[src/rsd_pkg.sv]
`default_nettype none
// ---------------------------------------------------------------------------
// rsd_pkg
// Shared types for the rolling standard deviation unit.
// ---------------------------------------------------------------------------
package rsd_pkg;

    localparam int SAMPLE_W = 24;
    localparam int RESULT_W = 24;
    localparam int CFG_W    = 9;
    localparam int LEN_RESET = 20;

    // Request op codes
    localparam logic OP_SAMPLE = 1'b0;
    localparam logic OP_CLEAR  = 1'b1;

    typedef struct packed {
        logic                       op;
        logic signed [SAMPLE_W-1:0] sample;
    } t_in;

    typedef struct packed {
        logic [RESULT_W-1:0] std_dev;
        logic                valid_res;
    } t_out;

    // Classified request passed from front to back
    typedef struct packed {
        logic                is_clear;
        logic [SAMPLE_W-1:0] sample;
    } t_req;

    typedef enum logic [2:0] {
        ST_IDLE,
        ST_READ,
        ST_SQ,
        ST_UPD,
        ST_MUL,
        ST_DIV,
        ST_SQRT
    } t_bstate;

endpackage
`default_nettype wire

[src/rsd_front.sv]
`default_nettype none
// ---------------------------------------------------------------------------
// rsd_front
// Accepts requests, decodes the op and holds them in a two-entry queue.
// ---------------------------------------------------------------------------
module rsd_front import rsd_pkg::*; (
    input  wire logic i_clk,
    input  wire logic i_rst_n,
    input  wire logic i_in_valid,
    output logic      o_in_stall,
    input  wire t_in  i_in_data,
    output logic      o_q_valid,
    output t_req      o_q_data,
    input  wire logic i_q_pop
);

    t_req       r_q [2];
    logic       r_wp, r_rp;
    logic [1:0] r_cnt;
    logic       w_push;
    t_req       w_req;

    // classify incoming request
    always_comb begin
        w_req.is_clear = (i_in_data.op == OP_CLEAR);
        w_req.sample   = i_in_data.sample;
    end

    assign o_in_stall = (r_cnt == 2'd2);
    assign w_push     = i_in_valid && !o_in_stall;
    assign o_q_valid  = (r_cnt != 2'd0);
    assign o_q_data   = r_q[r_rp];

    // queue pointers and count
    always_ff @(posedge i_clk) begin
        if (!i_rst_n) begin
            r_wp  <= 1'b0;
            r_rp  <= 1'b0;
            r_cnt <= 2'd0;
        end else begin
            if (w_push) r_wp <= ~r_wp;
            if (i_q_pop) r_rp <= ~r_rp;
            r_cnt <= r_cnt + 2'(w_push) - 2'(i_q_pop);
        end
    end

    // queue storage
    always_ff @(posedge i_clk) begin
        if (w_push) r_q[r_wp] <= w_req;
    end

endmodule
`default_nettype wire

[config.mk]
export PLATFORM = sky130hd
export DESIGN_NAME = rsd_front
export DESIGN_NICKNAME = d
export VERILOG_FILES = /design/src/rsd_pkg.sv /design/src/rsd_front.sv
export SDC_FILE = /design/constraint.sdc
export NUM_CORES = 1
export LEC_CHECK = 0
export BUFFER_PORTS_ARGS = -buffer_cell sky130_fd_sc_hd__buf_2
export CAP_MARGIN = 20
export CELL_PAD_IN_SITES_DETAIL_PLACEMENT = 0
export CELL_PAD_IN_SITES_GLOBAL_PLACEMENT = 1
export CORE_AREA = 2 2 84 62
export DETAILED_ROUTE_END_ITERATION = 6
export DIE_AREA = 0 0 86 64
export PLACE_DENSITY_LB_ADDON = 0.1
export SYNTH_ARGS = -nofsm -noshare
export SYNTH_HDL_FRONTEND = slang
export SYNTH_SLANG_ARGS = --single-unit
export TNS_END_PERCENT = 100
[constraint.sdc]
create_clock -name i_clk -period 3.1 [get_ports i_clk]
set_input_delay 0.155 -clock i_clk [delete_from_list [all_inputs] [get_ports i_clk]]
set_output_delay 0.155 -clock i_clk [all_outputs]
set_load 0.05 [all_outputs]
* After elaboration in Yosys (flattened, before gate mapping)
Memories as Yosys holds them, arrays and structs flattened. A register that Yosys moved wholly into a read port is not among the register bits.
Cells that the tools add are included.
** Operators by class
- Add/sub/neg operators :: 2
- Equal/unequal tests :: 1
- Muxes and demuxes :: 4
- Bitwise logic cells :: 2
- Reductions and logical operators :: 3
** Operators by type and width (count)
- $mux 1 :: 4
- $add 2x1->2 :: 1
- $eq 2x2->1 const B :: 1
- $not 1->1 :: 2
- $reduce_bool 2->1 :: 1
- $sub 2x1->2 :: 1
- $logic_and 1x1->1 :: 1
- $logic_not 1->1 :: 1
** Storage, ports and cells
- Flip-flop bits (word level) :: 4
- Memory bits (writable) :: 50
- Input bits :: 29
- Output and inout port bits :: 27
- Logic and storage cells :: 16
- Memories :: 1
** Memories
- r_q :: depth 2, bits a word 25, rd ports 1, clocked after Yosys merged registers in 1, write ports 1, line rsd_front.sv:17 : t_req r_q [2];

* Depth between registers and ports, before layout
Gate-level depths: netlist (run 1).
- Depth after elaboration :: 5
- Gate-level depth with buffers :: 8
- Mapped depth without buffers :: 8

* Least setup slack after synthesis (run 1)
OpenSTA, ideal clock, no wires.
- Path kind :: reg2reg
- Start point :: reg r_cnt[0]
- End point :: mem r_q[0][0] (netlist bit) (enable)
- Library setup time :: 407 ps
- Arrival :: 1621 ps
- Data required time :: 2693 ps
- Path slack :: 1072 ps
- Cell stages (with the launch flop) :: 4
- Buffers on the path :: 0
- Clock period less this slack :: 2028 ps
- Path through :: dfxtp_1 -> nand2b_1 -> nand2_1 -> nor2_1
** Between the ends
- Cells in the longest elaborated chain, start to end :: 5
** Ends and longest elaborated chain
- start, declared :: line rsd_front.sv:19 : logic [1:0] r_cnt;
- start signal, assigned :: line rsd_front.sv:43 : r_cnt <= r_cnt + 2'(w_push) - 2'(i_q_pop);
- $eq 2x2->1 :: line rsd_front.sv:29 : assign o_in_stall = (r_cnt == 2'd2);
- $logic_not 1->1 :: line rsd_front.sv:30 : assign w_push = i_in_valid && !o_in_stall;
- $logic_and 1x1->1 :: line rsd_front.sv:30
- $mux 1 :: line rsd_front.sv:49 : if (w_push) r_q[r_wp] <= w_req;
- $mux 1 (not written as such) :: line rsd_front.sv:49
- end, declared :: line rsd_front.sv:17
Every way passes these cells.

==> results.sh, run 1 <==
export IMPL_run_status="finished clean"
export IMPL_gp_congestion=0.6461
export IMPL_dieArea_sq_mm=0.005504
export IMPL_nets=195
export IMPL_syn_inst=103
export IMPL_fin_cells=222
export IMPL_start_util_pct=45.92
export IMPL_rr_worst_depth=3
export IMPL_io_pins=56
export IMPL_syn2layout_area_growth_pct=18.51
export IMPL_min_path_cells=1
export IMPL_peakVddDrop_mv=0.3137
export IMPL_ctsHoldBuffers=0
export IMPL_critical_path_required_ps=2940
export IMPL_clk_latency_ps=290
export IMPL_grtUsageTotal_pct=11.95
export IMPL_maxSlewHeadroom_pct=46.80
export IMPL_synth_area_leaders="edfxtp_1, mux2_4, dfxtp_1"
export IMPL_hold_path_end="r_q[0][12]$_DFFE_PP_"
export IMPL_yosysWarnings=0
export IMPL_fp_row_count=21
export IMPL_hold_slack_ps=47.77
export IMPL_finalSetupTns_ps=0
export IMPL_worstHoldStart="i_in_data[12]"
export IMPL_cts_buffer_depth=2
export IMPL_hpwl_microns=2127
export IMPL_setup_viol=0
export IMPL_hold_viol=0
export IMPL_critPathLaunchType="flop"
export IMPL_tightest_slew_ps=798.0
export IMPL_place_inst=214
export IMPL_drive_above_1_share_pct=55.15
export IMPL_numCtsBuffers=5
export IMPL_drv_cap=0
export IMPL_rsz0062_at_grt="false"
export IMPL_worst_setup_path_type="flop to output port"
export IMPL_slew_violations=0
export IMPL_dr_pass1_iters=4
export IMPL_synth_cell_types=17
export IMPL_antennaDiodeCount=0
export IMPL_drtIter0Drc=34
export IMPL_cts_root_buf="clkbuf_8"
export IMPL_powerDensity_mw_per_mm2=761.2
export IMPL_post_cts_resized=0
export IMPL_max_freq_ghz=0.5196
export IMPL_grt_ovfl_total=0
export IMPL_synth_cell_area_sq_mm=0.002136
export IMPL_core_sq_mm=0.004651
export IMPL_route_detailed_drc=0
export IMPL_ys_ff_latch=55
export IMPL_syn_nets=134
export IMPL_reg2reg_slack_ps=1400
export IMPL_period_needed_ps=1925
export IMPL_htreeDepth=2
export IMPL_endpoint_kind="output port"
export IMPL_synth_area_per_cell_sq_um=20.74
export IMPL_avgViaCountPerCell=4.784
export IMPL_grt_pass1_wl_microns=4892
export IMPL_antenna_left=0
export IMPL_wl_per_cell_microns=14.02
export IMPL_cts_setup_buffers=0
export IMPL_skew_ps=5.313
export IMPL_antenna_found_initial=0
export IMPL_die_w_microns=86
export IMPL_reg2reg_from="r_cnt[0]$_SDFF_PN0_"
export IMPL_synth_largest_area_cell="edfxtp_1"
export IMPL_vias=1062
export IMPL_synth_top_cell_area_share_pct=70.30
export IMPL_cts_tree="built"
export IMPL_io_buffers=55
export IMPL_grt_max_degree=26
export IMPL_die_h_microns=64
export IMPL_fin_crit_sh_pct=62.09
export IMPL_cts_sinks=55
export IMPL_grt_pass1_vias=1068
export IMPL_finalWirelength_microns=3113
export IMPL_hold_class="input pin to flop"
export IMPL_p_leak_nw=1.030
export IMPL_cp_arrival_ps=1770
export IMPL_path_max_fanout=25
export IMPL_reg2reg_to="r_q[1][20]$_DFFE_PP_"
export IMPL_clk_pin_slew_ps=90
export IMPL_yosysSeqAreaShare_pct=74.99
cell type report:
| type | count | area (sq um) |
|---|---|---|
| Fill cell | 375 | 2120 |
| Clock buffer | 7 | 76.32 |
| Sequential cell | 55 | 1603 |
| Tap cell | 57 | 71.32 |
| Timing Repair Buffer | 57 | 290.3 |
| Clock inverter | 1 | 5.005 |
| Multi-Input combinational cell | 42 | 474.2 |
| Inverter | 3 | 11.26 |
through the flow:
| stage | util, % | setup slack [ps] | power, mW | cell area, sq um |
|---|---|---|---|---|
| finish | 54.43 | 1175 | 1.927 | 2531 |
| global route | 54.43 | 1059 | 2.016 | 2531 |
| CTS | 54.43 | 1129 | 1.950 | 2531 |
| detailed placement | 52.68 | 1406 | 1.590 | 2450 |
| global placement | 52.68 | 1453 | 1.581 | 2450 |
| floorplan | - | 1072 | 1.471 | 2136 |
worst max path at each step:
stage	depth (start not counted)	end	slack, ps	startpoint
finish	2	o_q_data[1]	1180	flop
global route	2	o_q_data[1]	1060	flop
CTS	2	o_q_data[1]	1130	flop
detailed placement	3	r_q[1][24]$_DFFE_PP_	1410	r_cnt[0]$_SDFF_PN0_
global placement	3	r_q[1][17]$_DFFE_PP_	1450	r_cnt[0]$_SDFF_PN0_
floorplan	3	r_q[0][0]$_DFFE_PP_	1070	r_cnt[0]$_SDFF_PN0_
layout by cell type (no fill, tap or decap), types with 2 or more instances in the layout:
cell type	Yosys	layout
buf_2	0	55
clkbuf_8	0	5
nand2_1	2	2
inv_1	3	3
nand2b_1	2	2
mux2_4	20	20
nor2_1	4	3
buf_4	0	2
xnor2_1	2	2
ha_1	2	2
dfxtp_1	5	4
edfxtp_1	50	50
clkbuf_1	0	2
mux2_2	5	5
logic make-up (layout without fill, tap and decap cells):
group	Yosys count	count (layout)	share of synthesized area [%]
and+or+nand+nor	11	11	2.519
buffers and inverters	6	68	2.929
muxes	26	26	17.16
DFF	55	55	74.99
xor gates and xnor gates	3	3	1.230
adders and majority gates	2	2	1.171
synthesized netlist by cell type:
| library cell | n |
|---|---|
| edfxtp_1 | 50 |
| mux2_4 | 20 |
| dfxtp_1 | 5 |
| mux2_2 | 5 |
| nor2_1 | 4 |
| inv_1 | 3 |
| buf_12 | 2 |
| ha_1 | 2 |
| nand2_1 | 2 |
| nand2b_1 | 2 |
| xnor2_1 | 2 |
| and2_1 | 1 |
| and3_1 | 1 |
| buf_6 | 1 |
| mux2i_1 | 1 |
| or2_2 | 1 |
| xor2_1 | 1 |
metal layers:
metal | global-route usage (%) | up-vias | share of wire [%]
li1 | - | 509 | -
met1 | 15.05 | 517 | 45
met2 | 18.80 | 31 | 48
met3 | 4.393 | 5 | 5.9
met4 | 4.762 | 0 | 1.0
met5 | 0 | - | 0
worst max-delay path, stage by stage, from the launching register on:
cell and delay [ps]:
dfxtp_2 860, mux2_2 410, buf_2 210
sequential cells by signal (all words and copies together) (netlist names), named ones only:
signal,cells
r_cnt,2
r_q,50
r_rp,1
r_wp,1
where the power goes:
part	internal (mW)	total (mW)	switching (mW)
clock	0.159	0.362	0.203
combinational	0.184	0.578	0.395
sequential	0.937	0.986	0.0485
total	1.28	1.93	0.647
(Power assumes the default switching activity.)
==> inputs of run 2 (changes only) <==
- ABC_AREA: not set -> 1
- CORE_AREA: 2 2 84 62 -> 2 2 92 67
- DIE_AREA: 0 0 86 64 -> 0 0 94 69
- clock period: 3.1 -> 1.7 ns (I/O delays scaled with it)
==> run 2 against run 1 <==
Against the previous run: worst setup slack lost 1000 ps; hold slack got worse by 12 ps; die area is 18% higher; global-route usage is 0.13 points lower; final area up 14%; sequential power rose by 66%; area after synthesis is 0.23% higher; synthesized cell count is 8.7% higher; flip-flop and latch count unchanged.
==> results.sh, run 2 <==
export IMPL_run_status="finished clean"
export IMPL_htreeDepth=2
export IMPL_critPathLaunchType="flop"
export IMPL_cts_setup_buffers=0
export IMPL_synth_top_cell_area_share_pct=70.13
export IMPL_async_flop_share_pct=0
export IMPL_hold_viol=0
export IMPL_max_freq_ghz=0.6453
export IMPL_hold_class="input pin to flop"
export IMPL_dieArea_sq_mm=0.006486
export IMPL_synth_area_leaders="edfxtp_1, mux2_4, dfxtp_1"
export IMPL_start_util_pct=38.15
export IMPL_powerDensity_mw_per_mm2=1128
export IMPL_largest_reg_flops=50
export IMPL_place_inst=245
export IMPL_antenna_left=0
export IMPL_rr_worst_depth=10
export IMPL_gp_congestion=0.6420
export IMPL_min_path_cells=3
export IMPL_yosys_most_used_dff="edfxtp_1"
export IMPL_drtIter0Drc=55
export IMPL_antenna_found_initial=0
export IMPL_grtUsageTotal_pct=11.82
export IMPL_antennaDiodeCount=0
export IMPL_yosysSeqAreaShare_pct=74.81
export IMPL_vias=1197
export IMPL_fin_crit_sh_pct=91.15
export IMPL_path_max_fanout=14
export IMPL_numCtsBuffers=5
export IMPL_yosysWarnings=0
export IMPL_synth_largest_area_cell="edfxtp_1"
export IMPL_fill_cells=502
export IMPL_wl_per_cell_microns=12.92
export IMPL_top_regs="r_q x50, r_cnt x2"
export IMPL_critical_path_required_ps=1620
export IMPL_cts_tree="built"
export IMPL_final_cell_mix="buf_2, edfxtp_1, dlygate4sd3_1"
export IMPL_grt_ovfl_total=0
export IMPL_p_leak_nw=1.187
export IMPL_synth_cell_types=12
export IMPL_yosysMostFrequentCell="edfxtp_1"
export IMPL_syn_inst=112
export IMPL_grt_pass1_wl_microns=5892
export IMPL_cts_sinks=55
export IMPL_syn_nets=143
export IMPL_cp_arrival_ps=1460
export IMPL_dr_pass1_iters=4
export IMPL_worst_setup_path_type="flop to output port"
export IMPL_finalWirelength_microns=3592
export IMPL_grt_max_degree=19
export IMPL_endpoint_kind="output port"
export IMPL_peakVddDrop_mv=0.6435
export IMPL_drv_cap=0
export IMPL_netlist_top_cells_count="edfxtp_1, mux2_4, nand2_1, inv_1, nor2_1"
export IMPL_avgViaCountPerCell=4.306
export IMPL_hpwl_microns=2545
export IMPL_cts_buffer_depth=2
export IMPL_nets=233
export IMPL_die_h_microns=69
export IMPL_maxSlewHeadroom_pct=81.44
export IMPL_fin_cells=278
export IMPL_slew_violations=0
export IMPL_synth_area_per_cell_sq_um=19.11
export IMPL_synth_cell_area_sq_mm=0.002141
export IMPL_io_pins=56
export IMPL_clk_pin_slew_ps=100
export IMPL_core_sq_mm=0.005612
export IMPL_drive_above_1_share_pct=47.78
export IMPL_multiInputGateArea_sq_um=466.7
export IMPL_top_register="r_q"
export IMPL_io_buffers=55
export IMPL_route_detailed_drc=0
export IMPL_skew_ps=9.552
export IMPL_seqCellArea_sq_mm=0.001603
export IMPL_period_needed_ps=1550
export IMPL_setup_viol=0
export IMPL_finalSetupTns_ps=0
export IMPL_clk_latency_ps=300
export IMPL_ys_ff_latch=55
export IMPL_cts_root_buf="clkbuf_8"
export IMPL_grt_pass1_vias=1294
export IMPL_fp_row_count=23
export IMPL_syn2layout_area_growth_pct=34.31
export IMPL_die_w_microns=94
export IMPL_rsz0062_at_grt="false"
export IMPL_tightest_slew_ps=278.4
export IMPL_mostFrequentLayoutCell="buf_2"
export IMPL_synth_edf_count=50
-- run 2: path summary, 6_finish.rpt --
kind	from	end	slack (ps)
worst max-delay path	flop	o_q_data[22]	150
worst min-delay path	i_rst_n	r_cnt[0]$_SDFF_PN0_	40
worst max register to register	r_cnt[0]$_SDFF_PN0_	r_cnt[1]$_SDFF_PN0_	190
worst min register to register	r_rp$_SDFFE_PN0P_	r_rp$_SDFFE_PN0P_	510
-- run 2: through the flow --
stage	cell area (sq um)	utilization [%]	worst slack [ps]	power [mW]	hold slack, ps
2_1_floorplan	2143	-	99.02	2.224	178.5
3_3_place_gp	2507	44.68	283.8	2.371	273.0
3_5_place_dp	2507	44.68	166.1	2.390	276.1
4_1_cts	2873	51.19	127.3	3.284	31.11
5_1_grt	2875	51.24	20.56	3.395	43.41
6_report	2875	51.24	150.4	3.243	36.10
-- run 2: final cells by class --
class	instances	area share, %
Clock buffer	5	2.393
Clock inverter	3	1.610
Inverter	7	0.9138
Multi-Input combinational cell	47	16.23
Sequential cell	55	55.74
Tap cell	75	3.264
Timing Repair Buffer	86	19.84
-- run 2: power by group --
part	internal, mW	switching [mW]
registers	1.61	0.0341
logic	0.258	0.494
clock network	0.444	0.403
total	2.31	0.931
-- run 2: per-layer routing --
metal	wire length [microns]	GRT usage [%]	vias to the layer above
met5	0	0	-
li1	-	-	589
met3	214	4.044	2
met1	1501	14.10	574
met2	1859	20.24	32
met4	17	3.382	0
-- run 2: what timing repair did --
action                                  in CTS  in global routing
hold buffers                                25                  0
endpoints found under the setup margin       0                  1
endpoints found under the hold margin       50                  0
gates resized for setup                      0                  1
-- run 2: worst max-delay path: stages, from the launching register on --
cell     delay (ps)
dfxtp_2         340
buf_4           280
mux2_4          340
buf_2           210
-- run 2: kinds of logic (layout without fill, tap and decap cells) --
group / count (synthesis) / after routing / synth area share (%)
adder cells (fa/ha/maj): 2 / 2 / 1.169
multiplexers: 25 / 25 / 16.66
AND/OR/NAND/NOR: 18 / 18 / 3.273
flip-flops: 55 / 55 / 74.81
buffers and inverters: 10 / 101 / 3.624
AO/OA/AOI/OAI: 2 / 2 / 0.4676
==> inputs of run 3 (changes only) <==
--- a/config.mk
+++ b/config.mk
@@ -11,7 +11,7 @@
 export CELL_PAD_IN_SITES_DETAIL_PLACEMENT = 0
 export CELL_PAD_IN_SITES_GLOBAL_PLACEMENT = 1
-export CORE_AREA = 2 2 92 67
+export CORE_AREA = 2 2 88 65
 export DETAILED_ROUTE_END_ITERATION = 6
-export DIE_AREA = 0 0 94 69
+export DIE_AREA = 0 0 90 67
 export PLACE_DENSITY_LB_ADDON = 0.1
 export SYNTH_ARGS = -nofsm -noshare
==> constraint.sdc (replaced) <==
create_clock -name i_clk -period 1.5 [get_ports i_clk]
set_input_delay 0.15 -clock i_clk [delete_from_list [all_inputs] [get_ports i_clk]]
set_output_delay 0.15 -clock i_clk [all_outputs]
set_load 0.05 [all_outputs]
==> run 3 against run 2 <==
Against the previous run: wire length is 7.1% lower; hold slack worse by 6.2 ps; via count is 6.3% lower; utilization is 3.8 points higher; critical endpoint is now o_q_data[3].
==> results.sh, run 3 (synthesized netlist as in run 2, its figures left out) <==
export IMPL_run_status="finished clean"
export IMPL_cpPeakStageDelay_ps=380
export IMPL_syn2layout_area_growth_pct=31.62
export IMPL_worst_path_stages=3
export IMPL_reg2reg_to="r_cnt[1]$_SDFF_PN0_"
export IMPL_grt_pass1_vias=1083
export IMPL_path_max_fanout=10
export IMPL_start_util_pct=41.81
export IMPL_multiInputGateArea_sq_um=483.0
export IMPL_gp_congestion=0.6578
export IMPL_cts_tree="built"
export IMPL_hold_viol=0
export IMPL_rr_worst_depth=11
export IMPL_critPathLaunchType="flop"
export IMPL_largest_reg_flops=50
export IMPL_peakVddDrop_mv=0.6428
export IMPL_fin_crit_sh_pct=98.67
export IMPL_fill_cells=429
export IMPL_skew_ps=8.691
export IMPL_fp_row_count=22
export IMPL_critPathBufInv=2
export IMPL_reg2reg_slack_ps=90
export IMPL_finalWirelength_microns=3336
export IMPL_place_inst=243
export IMPL_vias=1122
export IMPL_max_freq_ghz=0.6757
export IMPL_clk_pin_slew_ps=90
export IMPL_hpwl_microns=2337
export IMPL_seqCellArea_sq_mm=0.001607
export IMPL_crit_path_top_delay_cell="dfxtp_4"
export IMPL_die_h_microns=67
export IMPL_io_buffers=55
export IMPL_fin_cells=252
export IMPL_hold_class="input pin to flop"
export IMPL_cp_arrival_ps=1330
export IMPL_drive_above_1_share_pct=56.67
export IMPL_nets=210
export IMPL_io_pins=56
export IMPL_numCtsBuffers=5
export IMPL_dieArea_sq_mm=0.006030
export IMPL_grt_pass1_wl_microns=5057
export IMPL_cts_buffer_depth=2
export IMPL_cts_sinks=55
export IMPL_htreeDepth=2
export IMPL_setup_viol=0
export IMPL_antenna_found_initial=0
export IMPL_place_area_sq_mm=0.002554
export IMPL_tightest_slew_ps=253.7
export IMPL_drtIter0Drc=47
export IMPL_period_needed_ps=1480
export IMPL_core_sq_mm=0.005120
export IMPL_mostFrequentLayoutCell="edfxtp_1"
export IMPL_p_leak_nw=1.142
export IMPL_antenna_left=0
export IMPL_utilization_pct=55.03
export IMPL_drv_cap=0
export IMPL_cts_root_buf="clkbuf_8"
export IMPL_avgViaCountPerCell=4.452
export IMPL_grtUsageTotal_pct=11.40
export IMPL_dr_pass1_iters=4
export IMPL_top_regs="r_q x50, r_cnt x2"
export IMPL_critPathCapture="o_q_data[3]"
export IMPL_grt_ovfl_total=0
export IMPL_worst_setup_path_type="flop to output port"
export IMPL_die_w_microns=90
export IMPL_powerDensity_mw_per_mm2=1271
export IMPL_clk_latency_ps=300
export IMPL_reg2reg_from="r_cnt[0]$_SDFF_PN0_"
export IMPL_wl_per_cell_microns=13.24
export IMPL_fin_area_sq_mm=0.002818
export IMPL_slew_violations=0
export IMPL_rsz0062_at_grt="true"
export IMPL_route_detailed_drc=0
export IMPL_final_cell_mix="edfxtp_1, buf_2, buf_6"
export IMPL_endpoint_kind="output port"
export IMPL_antennaDiodeCount=0
export IMPL_maxSlewHeadroom_pct=83.20
export IMPL_cp_top_family="flip-flops"
export IMPL_grt_max_degree=19
export IMPL_top_register="r_q"
export IMPL_finalSetupTns_ps=0
export IMPL_critical_path_required_ps=1350
export IMPL_cp_cell_sequence="buf_12 > mux2_2 > buf_6"
run 3: worst reg2reg max path: stages (launching register included):
cell and delay, ps:
dfxtp_2 340, inv_1 60, nand2_2 80, nand2_2 60, ha_1 270, inv_1 60, ha_2 170, inv_1 50
nand2_2 70, nand3_1 70, nand2_1 60, nor2_1 30
run 3: area by class of cell:
class / count / area share (%)
sequential: 55 / 57.02
timing repair buffer: 63 / 18.69
multi-input combinational: 47 / 17.14
tap: 72 / 3.197
clock buffer: 6 / 2.575
inverter: 7 / 0.9325
clock inverter: 2 / 0.4441
run 3: what timing repair did:
| item | CTS | global route |
|---|---|---|
| setup endpoints to repair | 25 | 26 |
| setup buffers | 0 | 1 |
| resized for setup | 44 | 17 |
| pin swaps | 0 | 0 |
| hold buffers | 0 | 0 |
run 3: worst min path at each step:
| stage | start | to | slack, ps | cells after the start |
|---|---|---|---|---|
| floorplan | i_rst_n | r_cnt[0]$_SDFF_PN0_ | 240 | 2 |
| global placement | i_in_data[3] | r_q[0][3]$_DFFE_PP_ | 340 | 1 |
| detailed placement | i_in_data[15] | r_q[0][15]$_DFFE_PP_ | 340 | 1 |
| CTS | i_in_data[15] | r_q[0][15]$_DFFE_PP_ | 20 | 1 |
| global route | i_in_data[15] | r_q[0][15]$_DFFE_PP_ | 10 | 1 |
| finish | i_in_data[15] | r_q[1][15]$_DFFE_PP_ | 30 | 1 |
run 3: per-layer routing:
metal  vias to the layer above  GRT usage (%)  routed length [microns]
li1                        544              -                        -
met1                       541          11.24                     1251
met2                        32          21.80                     1840
met3                         5          4.525                      208
met4                         0          4.615                       36
met5                         -              0                        0
run 3: power breakdown:
part | leakage, nW | internal (mW) | switching [mW]
Clock | 0.0428 | 0.327 | 0.427
Sequential | 0.508 | 1.83 | 0.0429
Combinational | 0.591 | 0.384 | 0.575
run 3: stage by stage:
step / setup WS, ps / power [mW] / hold slack [ps]
after floorplan: 65.12 / 2.524 / 243.5
after global placement: 98.62 / 2.717 / 338.1
after detailed placement: 16.24 / 2.737 / 343.0
after CTS: 0.7356 / 3.595 / 19.53
after global routing: -25.12 / 3.744 / 12.61
final: 19.95 / 3.581 / 29.92
